[src/rtl/lds_pkg.sv]
// shared types and constants for the loop detector
package lds_pkg;
	localparam int NumLoops = 4;
	localparam int PeriodBits = 16;
	localparam int DevScale = 10000;
	localparam logic [5:0] TimerMax = 6'd63;

	typedef enum logic [1:0] {
		REQ_MEAS  = 2'd0,
		REQ_TICK  = 2'd1,
		REQ_START = 2'd2,
		REQ_NONE  = 2'd3
	} req_t;

	localparam logic [1:0] REG_ENABLE = 2'd0;
	localparam logic [1:0] REG_QUIET  = 2'd1;
	localparam logic [1:0] REG_HOLD   = 2'd2;
	localparam logic [1:0] REG_ROUNDS = 2'd3;

	// controller to datapath
	typedef struct packed {
		logic load;     // take the input word, form the numerator
		logic div_init; // start the divider
		logic div_step; // one quotient bit
		logic cal_init; // start the calibration divide
		logic cal_step; // one calibration quotient bit
		logic finish;   // commit state and present result
	} lds_cmd_t;

	// datapath to controller
	typedef struct packed {
		logic need_div;
		logic need_cal;
		logic div_last;
		logic cal_last;
	} lds_sts_t;
endpackage

[src/rtl/loop_detector_scan_baseline.sv]
// top level of the loop detector: config registers, controller and datapath
//  channel | dir | handshake           | payload
//  s_axis  | in  | tvalid/tready       | tuser: req_type; tdata: period_count, capture_ok
//  m_axis  | out | tvalid/tready       | tdata: loop_index, deviation, fault_flags,
//          |     |                     |        next_loop, calibrating
//  cfg     | in  | cfg_we              | cfg_index, cfg_data
// a valid measurement against a nonzero baseline outside calibration passes through a
// 31-step divide (ST_DIV), then ST_CALCHK and ST_DONE; other words go straight to ST_CALCHK;
// the measurement that closes calibration adds a 20-step divide per loop (ST_CAL).
// one word in flight; a new word is taken the cycle after the result has left.
// reset restores register defaults and clears all loop state.
module loop_detector_scan_baseline
	import lds_pkg::*;
#(
	parameter int NUM_LOOPS = NumLoops,
	parameter int PERIOD_BITS = PeriodBits
) (
	input  logic        clk,
	input  logic        arst_n,
	input  logic        s_axis_tvalid,
	output logic        s_axis_tready,
	input  logic [1:0]  s_axis_tuser,  // req_type
	input  logic [23:0] s_axis_tdata,  // period_count, capture_ok
	output logic        m_axis_tvalid,
	input  logic        m_axis_tready,
	output logic [31:0] m_axis_tdata,  // loop_index, deviation, fault_flags, next_loop, calibrating
	input  logic        cfg_we,
	input  logic [1:0]  cfg_index,
	input  logic [7:0]  cfg_data
);
	logic [3:0] en_q;
	logic [7:0] quiet_q;
	logic [5:0] hold_q;
	logic [3:0] rounds_q;
	lds_cmd_t   cmd;
	lds_sts_t   sts;
	logic [1:0]  r_idx, r_next;
	logic [15:0] r_dev;
	logic [3:0]  r_fault;
	logic        r_cal;

	// configuration registers
	always_ff @(posedge clk or negedge arst_n) begin
		if (!arst_n) begin
			en_q <= 4'd15;
			quiet_q <= 8'd3;
			hold_q <= 6'd30;
			rounds_q <= 4'd10;
		end else if (cfg_we) begin
			unique case (cfg_index)
				REG_ENABLE: en_q <= cfg_data[3:0];
				REG_QUIET:  quiet_q <= cfg_data;
				REG_HOLD:   hold_q <= cfg_data[5:0];
				REG_ROUNDS: rounds_q <= cfg_data[3:0];
				default: ;
			endcase
		end
	end

	lds_ctrl u_ctrl (
		.clk(clk), .arst_n(arst_n),
		.in_valid(s_axis_tvalid), .in_ready(s_axis_tready),
		.out_valid(m_axis_tvalid), .out_ready(m_axis_tready),
		.sts(sts), .cmd(cmd)
	);

	lds_datapath #(.NUM_LOOPS(NUM_LOOPS), .PERIOD_BITS(PERIOD_BITS)) u_dp (
		.clk(clk), .arst_n(arst_n), .cmd(cmd), .sts(sts),
		.req_type(s_axis_tuser),
		.period_count(PERIOD_BITS'(s_axis_tdata[15:0])),
		.capture_ok(s_axis_tdata[16]),
		.loop_enable(en_q), .quiet_band(quiet_q),
		.drift_hold_seconds(hold_q), .cal_rounds(rounds_q),
		.res_loop_index(r_idx), .res_deviation(r_dev),
		.res_fault_flags(r_fault), .res_next_loop(r_next),
		.res_calibrating(r_cal)
	);

	assign m_axis_tdata = {7'd0, r_cal, r_next, r_fault, r_dev, r_idx};
endmodule

[src/rtl/lds_datapath.sv]
// detector state, serial divider and result assembly
module lds_datapath
	import lds_pkg::*;
#(
	parameter int NUM_LOOPS = NumLoops,
	parameter int PERIOD_BITS = PeriodBits
) (
	input  logic                   clk,
	input  logic                   arst_n,
	input  lds_cmd_t               cmd,
	output lds_sts_t               sts,
	input  logic [1:0]             req_type,
	input  logic [PERIOD_BITS-1:0] period_count,
	input  logic                   capture_ok,
	input  logic [3:0]             loop_enable,
	input  logic [7:0]             quiet_band,
	input  logic [5:0]             drift_hold_seconds,
	input  logic [3:0]             cal_rounds,
	output logic [1:0]             res_loop_index,
	output logic [15:0]            res_deviation,
	output logic [3:0]             res_fault_flags,
	output logic [1:0]             res_next_loop,
	output logic                   res_calibrating
);
	localparam int IW = (NUM_LOOPS > 1) ? $clog2(NUM_LOOPS) : 1;
	localparam int SW = PERIOD_BITS + 4;
	localparam int NW = PERIOD_BITS + 15; // |numerator| < 2^PB * 2^14
	localparam int CW = $clog2(NW + 1);

	logic [PERIOD_BITS-1:0] baseline_q [NUM_LOOPS];
	logic [PERIOD_BITS-1:0] last_q     [NUM_LOOPS];
	logic [SW-1:0]          sum_q      [NUM_LOOPS];
	logic [5:0]             timer_q    [NUM_LOOPS];
	logic [NUM_LOOPS-1:0]   fault_q;
	logic [IW-1:0]          scan_q;
	logic [3:0]             round_q;
	logic [1:0]             meas_q;
	logic                   cal_q;

	// latched item
	logic [1:0]             req_q;
	logic [IW-1:0]          idx_q;
	logic                   neg_q;
	logic                   dev_zero_q;

	// restoring divider for the deviation
	logic [NW-1:0]          num_q;
	logic [PERIOD_BITS:0]   rem_q;
	logic [CW-1:0]          cnt_q;

	// calibration divider, one loop at a time
	logic [SW-1:0]          cnum_q;
	logic [4:0]             crem_q;
	logic [4:0]             ccnt_q;
	logic [IW-1:0]          cidx_q;

	logic [IW-1:0]          idx;
	logic [PERIOD_BITS-1:0] base_cur;
	logic [PERIOD_BITS:0]   diff;
	logic [PERIOD_BITS-1:0] diff_mag;
	logic [NW-1:0]          prod;
	logic [PERIOD_BITS+1:0] rem_try;
	logic [5:0]             crem_try;
	logic [NW-1:0]          qmag;
	logic [15:0]            dev;
	logic [15:0]            dev_mag;
	logic                   quiet;
	logic [IW-1:0]          next_scan;
	logic [1:0]             meas_nx;
	logic [3:0]             round_nx;
	logic [3:0]             need;
	logic                   round_end;
	logic                   rend_q;

	assign idx = scan_q;
	assign base_cur = baseline_q[idx];
	assign diff = {1'b0, base_cur} - {1'b0, period_count};
	assign diff_mag = diff[PERIOD_BITS] ? PERIOD_BITS'(-diff) : diff[PERIOD_BITS-1:0];
	assign prod = NW'(diff_mag) * NW'(DevScale);

	assign rem_try = {rem_q, num_q[NW-1]} - {2'b0, baseline_q[idx_q]};
	assign crem_try = {crem_q, cnum_q[SW-1]} - {2'b0, round_q};

	// saturate and sign the quotient
	always_comb begin
		qmag = num_q;
		if (dev_zero_q) begin
			dev = '0;
		end else if (neg_q) begin
			dev = (qmag > NW'(32768)) ? 16'h8000 : 16'(-qmag);
		end else begin
			dev = (qmag > NW'(32767)) ? 16'h7fff : qmag[15:0];
		end
		dev_mag = dev[15] ? 16'(-dev) : dev;
		quiet = dev_mag < {8'd0, quiet_band};
	end

	// round-robin search over enabled loops
	always_comb begin
		next_scan = IW'((32'(scan_q) + 1) % NUM_LOOPS);
		for (int k = NUM_LOOPS; k >= 1; k--) begin
			if (((32'(scan_q) + k) % NUM_LOOPS) < 4 &&
				loop_enable[2'((32'(scan_q) + k) % NUM_LOOPS)])
				next_scan = IW'((32'(scan_q) + k) % NUM_LOOPS);
		end
	end

	// calibration round bookkeeping
	always_comb begin
		meas_nx = meas_q + 2'd1;
		round_nx = round_q + 4'd1;
		need = (cal_rounds == 4'd0) ? 4'd1 : cal_rounds;
		round_end = (meas_q == 2'd3) && (round_nx >= need) && (round_nx != 4'd0);
	end

	assign sts.need_div = (req_type == REQ_MEAS) && capture_ok && !cal_q && (base_cur != '0);
	assign sts.need_cal = rend_q;
	assign sts.div_last = cnt_q == CW'(1);
	assign sts.cal_last = (ccnt_q == 5'd1) && (cidx_q == IW'(NUM_LOOPS - 1));

	always_ff @(posedge clk or negedge arst_n) begin
		if (!arst_n) begin
			for (int i = 0; i < NUM_LOOPS; i++) begin
				baseline_q[i] <= '0;
				last_q[i] <= '0;
				sum_q[i] <= '0;
				timer_q[i] <= '0;
			end
			fault_q <= '0;
			scan_q <= '0;
			round_q <= '0;
			meas_q <= '0;
			cal_q <= 1'b0;
			rend_q <= 1'b0;
			req_q <= '0;
			idx_q <= '0;
			neg_q <= 1'b0;
			dev_zero_q <= 1'b1;
			num_q <= '0;
			rem_q <= '0;
			cnt_q <= '0;
			cnum_q <= '0;
			crem_q <= '0;
			ccnt_q <= '0;
			cidx_q <= '0;
			res_loop_index <= '0;
			res_deviation <= '0;
			res_fault_flags <= '0;
			res_next_loop <= '0;
			res_calibrating <= 1'b0;
		end else begin
			// take the item and apply the parts needing no division
			if (cmd.load) begin
				req_q <= req_type;
				idx_q <= idx;
				neg_q <= diff[PERIOD_BITS];
				dev_zero_q <= !sts.need_div;
				num_q <= prod;
				rem_q <= '0;
				rend_q <= 1'b0;
				unique case (req_type)
					REQ_MEAS: begin
						if (capture_ok) begin
							fault_q[idx] <= 1'b0;
							last_q[idx] <= period_count;
						end else begin
							fault_q[idx] <= 1'b1;
						end
						scan_q <= next_scan;
						if (cal_q) begin
							meas_q <= meas_nx;
							if (meas_q == 2'd3) begin
								round_q <= round_nx;
								for (int i = 0; i < NUM_LOOPS; i++)
									sum_q[i] <= sum_q[i] + SW'(capture_ok && IW'(i) == idx ?
										period_count : last_q[i]);
								rend_q <= round_end;
							end
						end
					end
					REQ_TICK: begin
						if (!cal_q) begin
							for (int i = 0; i < NUM_LOOPS; i++) begin
								if (timer_q[i] < TimerMax) begin
									timer_q[i] <= timer_q[i] + 6'd1;
								end
								if (((timer_q[i] < TimerMax) ? timer_q[i] + 6'd1 : timer_q[i])
									> drift_hold_seconds)
									baseline_q[i] <= PERIOD_BITS'(({1'b0, baseline_q[i]} +
										{1'b0, last_q[i]}) >> 1);
							end
						end
					end
					REQ_START: begin
						for (int i = 0; i < NUM_LOOPS; i++) begin
							baseline_q[i] <= '0;
							sum_q[i] <= '0;
						end
						round_q <= '0;
						meas_q <= '0;
						cal_q <= 1'b1;
					end
					default: begin
					end
				endcase
			end
			if (cmd.div_init) begin
				cnt_q <= CW'(NW);
			end
			// one restoring step: quotient bits shift into num_q
			if (cmd.div_step) begin
				if (!rem_try[PERIOD_BITS+1]) begin
					rem_q <= rem_try[PERIOD_BITS:0];
					num_q <= {num_q[NW-2:0], 1'b1};
				end else begin
					rem_q <= {rem_q[PERIOD_BITS-1:0], num_q[NW-1]};
					num_q <= {num_q[NW-2:0], 1'b0};
				end
				cnt_q <= cnt_q - CW'(1);
			end
			if (cmd.cal_init) begin
				cidx_q <= '0;
				cnum_q <= sum_q[0];
				crem_q <= '0;
				ccnt_q <= 5'(SW);
			end
			// calibration divide sum/round, loop by loop
			if (cmd.cal_step) begin
				if (!crem_try[5]) begin
					crem_q <= crem_try[4:0];
					cnum_q <= {cnum_q[SW-2:0], 1'b1};
				end else begin
					crem_q <= {crem_q[3:0], cnum_q[SW-1]};
					cnum_q <= {cnum_q[SW-2:0], 1'b0};
				end
				if (ccnt_q == 5'd1) begin
					baseline_q[cidx_q] <= PERIOD_BITS'({cnum_q[SW-2:0],
						!crem_try[5]});
					if (32'(cidx_q) < NUM_LOOPS - 1) begin
						cidx_q <= cidx_q + IW'(1);
						cnum_q <= sum_q[IW'(32'(cidx_q) + 1)];
						crem_q <= '0;
						ccnt_q <= 5'(SW);
					end else begin
						cal_q <= 1'b0;
					end
				end else begin
					ccnt_q <= ccnt_q - 5'd1;
				end
			end
			// result word and quiet-band timer clear
			if (cmd.finish) begin
				if (req_q == REQ_MEAS && quiet)
					timer_q[idx_q] <= '0;
				res_loop_index <= 2'(idx_q);
				res_deviation <= (req_q == REQ_MEAS) ? dev : 16'd0;
				res_fault_flags <= 4'(fault_q);
				res_next_loop <= 2'(scan_q);
				res_calibrating <= cal_q;
			end
		end
	end
endmodule

[src/rtl/lds_ctrl.sv]
// sequencing controller and output register handshake
module lds_ctrl
	import lds_pkg::*;
(
	input  logic     clk,
	input  logic     arst_n,
	input  logic     in_valid,
	output logic     in_ready,
	output logic     out_valid,
	input  logic     out_ready,
	input  lds_sts_t sts,
	output lds_cmd_t cmd
);
	typedef enum logic [2:0] {
		ST_IDLE, ST_DIV, ST_CALCHK, ST_CAL, ST_DONE
	} state_t;

	state_t state_q;

	// a new word waits until the previous result has left
	assign in_ready = (state_q == ST_IDLE) && !out_valid;

	always_comb begin
		cmd = '0;
		cmd.load = in_valid && in_ready;
		cmd.div_init = cmd.load && sts.need_div;
		cmd.div_step = state_q == ST_DIV;
		cmd.cal_init = state_q == ST_CALCHK && sts.need_cal;
		cmd.cal_step = state_q == ST_CAL;
		cmd.finish = state_q == ST_DONE;
	end

	always_ff @(posedge clk or negedge arst_n) begin
		if (!arst_n) begin
			state_q <= ST_IDLE;
			out_valid <= 1'b0;
		end else begin
			if (out_valid && out_ready)
				out_valid <= 1'b0;
			unique case (state_q)
				ST_IDLE: begin
					if (cmd.load)
						state_q <= sts.need_div ? ST_DIV : ST_CALCHK;
				end
				ST_DIV: begin
					if (sts.div_last)
						state_q <= ST_CALCHK;
				end
				ST_CALCHK: begin
					state_q <= sts.need_cal ? ST_CAL : ST_DONE;
				end
				ST_CAL: begin
					if (sts.cal_last)
						state_q <= ST_DONE;
				end
				ST_DONE: begin
					out_valid <= 1'b1;
					state_q <= ST_IDLE;
				end
				default: state_q <= ST_IDLE;
			endcase
		end
	end
endmodule

[config.mk]
export PLATFORM = sky130hd
export DESIGN_NAME = loop_detector_scan_baseline
export DESIGN_NICKNAME = d
export VERILOG_FILES = /design/src/rtl/lds_pkg.sv /design/src/rtl/loop_detector_scan_baseline.sv /design/src/rtl/lds_datapath.sv /design/src/rtl/lds_ctrl.sv
export SDC_FILE = /design/constraint.sdc
export NUM_CORES = 2
export LEC_CHECK = 0
export BUFFER_PORTS_ARGS = -buffer_cell sky130_fd_sc_hd__buf_2
export CELL_PAD_IN_SITES_DETAIL_PLACEMENT = 1
export CELL_PAD_IN_SITES_GLOBAL_PLACEMENT = 2
export CORE_MARGIN = 4
export CORE_UTILIZATION = 34
export DETAILED_ROUTE_END_ITERATION = 16
export GPL_TIMING_DRIVEN = 0
export PLACE_DENSITY = 0.74
export SLEW_MARGIN = 20
export SYNTH_ARGS = -nofsm -noshare
export SYNTH_HDL_FRONTEND = slang
export SYNTH_SLANG_ARGS = --single-unit
[constraint.sdc]
create_clock -name clk -period 10 [get_ports clk]
set_input_delay 1.5 -clock clk [delete_from_list [all_inputs] [get_ports clk]]
set_output_delay 1.5 -clock clk [all_outputs]
set_load 0.01 [all_outputs]
==> Implementation_results.wiki <==
{| class="wikitable"
! Metric !! Value
|-
| Result of the run || finished clean
|-
| Number of buffers inserted for hold repair after clock tree synthesis || 0
|-
| Detailed-router iteration count before antenna repair || 5
|-
| Total Die Area || about 96000 sq um
|-
| Source-to-sink clock delay at the later pin of the worst-skew pair || 0.63 ns
|-
| Most used cell, CP || sky130_fd_sc_hd__inv_1
|-
| Worst Setup Start Kind || flip-flop
|-
| Number of synthesis warnings || 0
|-
| Final Routed Wirelength || between 100 and 150 mm
|-
| Final setup violation count || 0
|-
| Mean routed wirelength per cell || 23.5 um
|-
| Count of non-filler cells in the finished layout || 4839
|-
| Vertical die dimension || between 300 and 400 um
|-
| Post-synth ARST share || 1.00
|-
| Worst relative slew slack || 0.253
|-
| Worst slack at placement || -0.0790 ns
|-
| Number of library cell types mapped by synthesis || 93
|-
| Register area || 9730 sq um
|-
| Number of buffers inserted during clock tree synthesis || 49
|-
| Max stage delay on crit path || 0.60 ns
|-
| Levels on crit path || 33
|-
| Cell Area, Synth || 31100 sq um
|-
| Largest net degree at the start of global routing || between 80 and 90
|-
| Initial antenna violation count || 2
|-
| Number of synthesized flops with an enable pin || 0
|-
| All-layer global routing usage || 0.237
|-
| Count of fill cells added during filler insertion || 10600
|-
| Pin slew with the least headroom to its limit || 1.09 ns
|-
| Maximum fanout encountered on the critical timing path || 10
|-
| Number of placement rows || 110
|-
| WS Path Type || reg -> reg
|-
| Sequential area share after synthesis || 0.313
|-
| Global-route wire length before repair || 176 mm
|-
| Leading cell type in the layout, fill and taps excluded || sky130_fd_sc_hd__dfrtp_1
|-
| Overall via count from detail_route || between 20000 and 30000
|-
| I/O pin cnt || 75
|-
| Primary flip-flop cell chosen by synthesis mapping || sky130_fd_sc_hd__dfrtp_1
|-
| Effective utilization at floorplan || 0.344
|-
| Gate family responsible for the most delay along the worst path || compound AO/OA/AOI/OAI gates
|-
| Startpoint of the most critical setup path || u_dp.idx[0]
|-
| Clock Skew || 0.0361 ns
|-
| Synthesized area per cell || 8.89 sq um
|-
| CTS Root Buffer Type || sky130_fd_sc_hd__clkbuf_16
|-
| Final critical-path share of the clock period || 0.939
|-
| Number of nets in the layout || 4000
|-
| Number of storage elements in the synthesis netlist || 388
|-
| Fraction of final layout cells with drive strength greater than 1 || 0.0921
|-
| TritonCTS clock tree || yes
|-
| Hold Fails Final Rpt || 0
|-
| Number of cell instances on the worst register-to-register path || 33
|-
| Residual overflow from global routing || 0
|-
| Max Freq || 107 MHz
|-
| Core ar. || 90400 sq um
|-
| Via-to-Cell Ratio || 5.61
|-
| Post-route DRC violation count || 0
|-
| Flop2flop setup slack || 0.61 ns
|-
| Endpoint of the worst register-to-register path || u_dp.num_q[29]
|-
| Instance count of the mapped netlist || 3500
|-
| CP Data Arrival Time || 9.88 ns
|-
| Fin worst setup slack || 0.612 ns
|-
| Width of the die || 310 um
|-
| Worst EP required || 10.49 ns
|-
| Relative area change from synthesis to final layout || 11.9%
|-
| Buffer levels on the longest clock path || 3
|-
| Number of instances in the placed design || 4748
|-
| Leading cell types in the layout, fill and taps excluded || 375 x sky130_fd_sc_hd__dfrtp_1, 372 x sky130_fd_sc_hd__nand2_1, 365 x sky130_fd_sc_hd__o21ai_0
|-
| Worst path bufs/invs || 8
|-
| Slowest stage cell, crit path || sky130_fd_sc_hd__mux4_2
|-
| Via count of the first global-routing pass || roughly 29000
|-
| Remaining antenna violation count || 0
|-
| Setup repair after global routing missed its margin || no
|-
| Number of DRC markers in iteration 0 || 1441
|-
| Maximum Capacitance Violations || 0
|-
| Path class of the lowest-slack min-delay path || reg -> reg
|-
| Global placer's final weighted congestion || roughly 0.86
|-
| Sinks on Clock Net || 388
|-
| H-Tree Depth || 2
|-
| Crit path to || u_dp.num_q[29]
|-
| Combined area of the multi-input logic cells || 20000 sq um
|-
| Half-perimeter wire length of the detailed placement result || 92.1 mm
|-
| Final worst path period need || approximately 9.4 ns
|-
| Max Slew Vio Count || 0
|-
| Worst flop-to-flop path startpoint || u_dp.idx[0]
|-
| Number of I/O port buffers || 60
|-
| Clock transition at path regs || 0.06 ns
|-
| Type of destination of the critical path || flip-flop
|}
[worst min path at each step]
stage                              endpoint               startpoint  slack [ns]  cells after the start
finish                          u_dp.rend_q              u_dp.rend_q        0.48                      2
global route        u_dp.res_fault_flags[1]  u_dp.res_fault_flags[1]        0.52                      1
CTS                             u_dp.rend_q              u_dp.rend_q        0.48                      2
detailed placement              u_dp.rend_q              u_dp.rend_q        0.47                      2
global placement                u_dp.rend_q              u_dp.rend_q        0.46                      2
floorplan                       u_dp.rend_q              u_dp.rend_q        0.44                      2
[synthesized netlist by cell type, types with 29 or more instances]
cell	number	area (sq um)
sky130_fd_sc_hd__xnor2_1	102	893
sky130_fd_sc_hd__and3_1	46	288
sky130_fd_sc_hd__a22oi_1	48	360
sky130_fd_sc_hd__mux2i_1	46	460
sky130_fd_sc_hd__nor3_1	78	390
sky130_fd_sc_hd__dfrtp_1	375	9380
sky130_fd_sc_hd__inv_1	230	863
sky130_fd_sc_hd__nand3_1	98	490
sky130_fd_sc_hd__o21a_1	36	270
sky130_fd_sc_hd__mux2_2	47	529
sky130_fd_sc_hd__xor2_1	86	753
sky130_fd_sc_hd__o31ai_1	32	240
sky130_fd_sc_hd__a31oi_1	37	231
sky130_fd_sc_hd__or3_1	41	257
sky130_fd_sc_hd__nor2_1	223	837
sky130_fd_sc_hd__nand2_1	372	1400
sky130_fd_sc_hd__nor2b_1	29	181
sky130_fd_sc_hd__mux4_2	53	1190
sky130_fd_sc_hd__a21o_1	48	360
sky130_fd_sc_hd__o21ai_0	365	1830
sky130_fd_sc_hd__a21oi_1	200	1000
sky130_fd_sc_hd__clkbuf_1	118	443
sky130_fd_sc_hd__ha_1	293	3670
sky130_fd_sc_hd__fa_1	43	861
[final cells by class]
class	instances	area share
antenna	2	0.000144
buffer	147	0.0182
clock buffer	71	0.0411
clock inverter	18	0.00680
inverter	230	0.0248
multi-input combinational	2741	0.574
sequential	388	0.280
tap	1176	0.0423
timing repair buffer	66	0.0131
[repair_timing]
| item | CTS | global route |
|---|---|---|
| buffers inserted | 0 | 0 |
| gates resized for setup | 5 | 5 |
| endpoints found under the setup margin | 2 | 7 |
[registers in the layout, summed over array words and instances (netlist names), 5 cells and up, named ones only]
register	flops
u_dp.sum_q	80
u_dp.baseline_q	64
u_dp.last_q	64
u_dp.num_q	31
u_dp.timer_q	24
u_dp.cnum_q	20
u_dp.rem_q	17
u_dp.res_deviation	16
quiet_q	8
hold_q	6
u_dp.ccnt_q	5
u_dp.cnt_q	5
u_dp.crem_q	5
[worst min-delay path: stages (launching register included)]
cell	delay (ns)
sky130_fd_sc_hd__dfrtp_1	0.34
sky130_fd_sc_hd__nand2_1	0.04
sky130_fd_sc_hd__o21ai_0	0.06
[per-stage QoR]
step | instance area, sq um | utilization | hold WS, ns | setup TNS [ns]
2_1_floorplan | 31100 | - | 0.442 | 0
3_3_place_gp | 32900 | 0.364 | 0.458 | -533.66
3_5_place_dp | 33100 | 0.366 | 0.467 | -0.0932
4_1_cts | 34800 | 0.384 | 0.481 | 0
5_1_grt | 34800 | 0.385 | 0.515 | 0
6_report | 34800 | 0.385 | 0.479 | 0
[routing by layer]
layer / routed length, um / vias up / part of all wire / global-route usage
li1: - / 12900 / - / -
met1: 51400 / 13700 / 0.45 / 0.310
met2: 56100 / 355 / 0.49 / 0.419
met3: 3230 / 133 / 0.028 / 0.0219
met4: 2820 / 0 / 0.025 / 0.0617
met5: 0 / - / 0 / 0
[kinds of logic after synthesis]
kind of cell	after synthesis	synth area share
adders and majority gates	337	0.146
xor gates and xnor gates	189	0.0535
muxes	146	0.0702
AOI/OAI and AO/OA	1024	0.209
other	1	0.000121
DFF	388	0.313
and+or+nand+nor	1038	0.161
buffers and inverters	377	0.0476
Power is not shown: default switching activity piles up to over one toggle a cycle in this logic, so the estimate is an artifact.
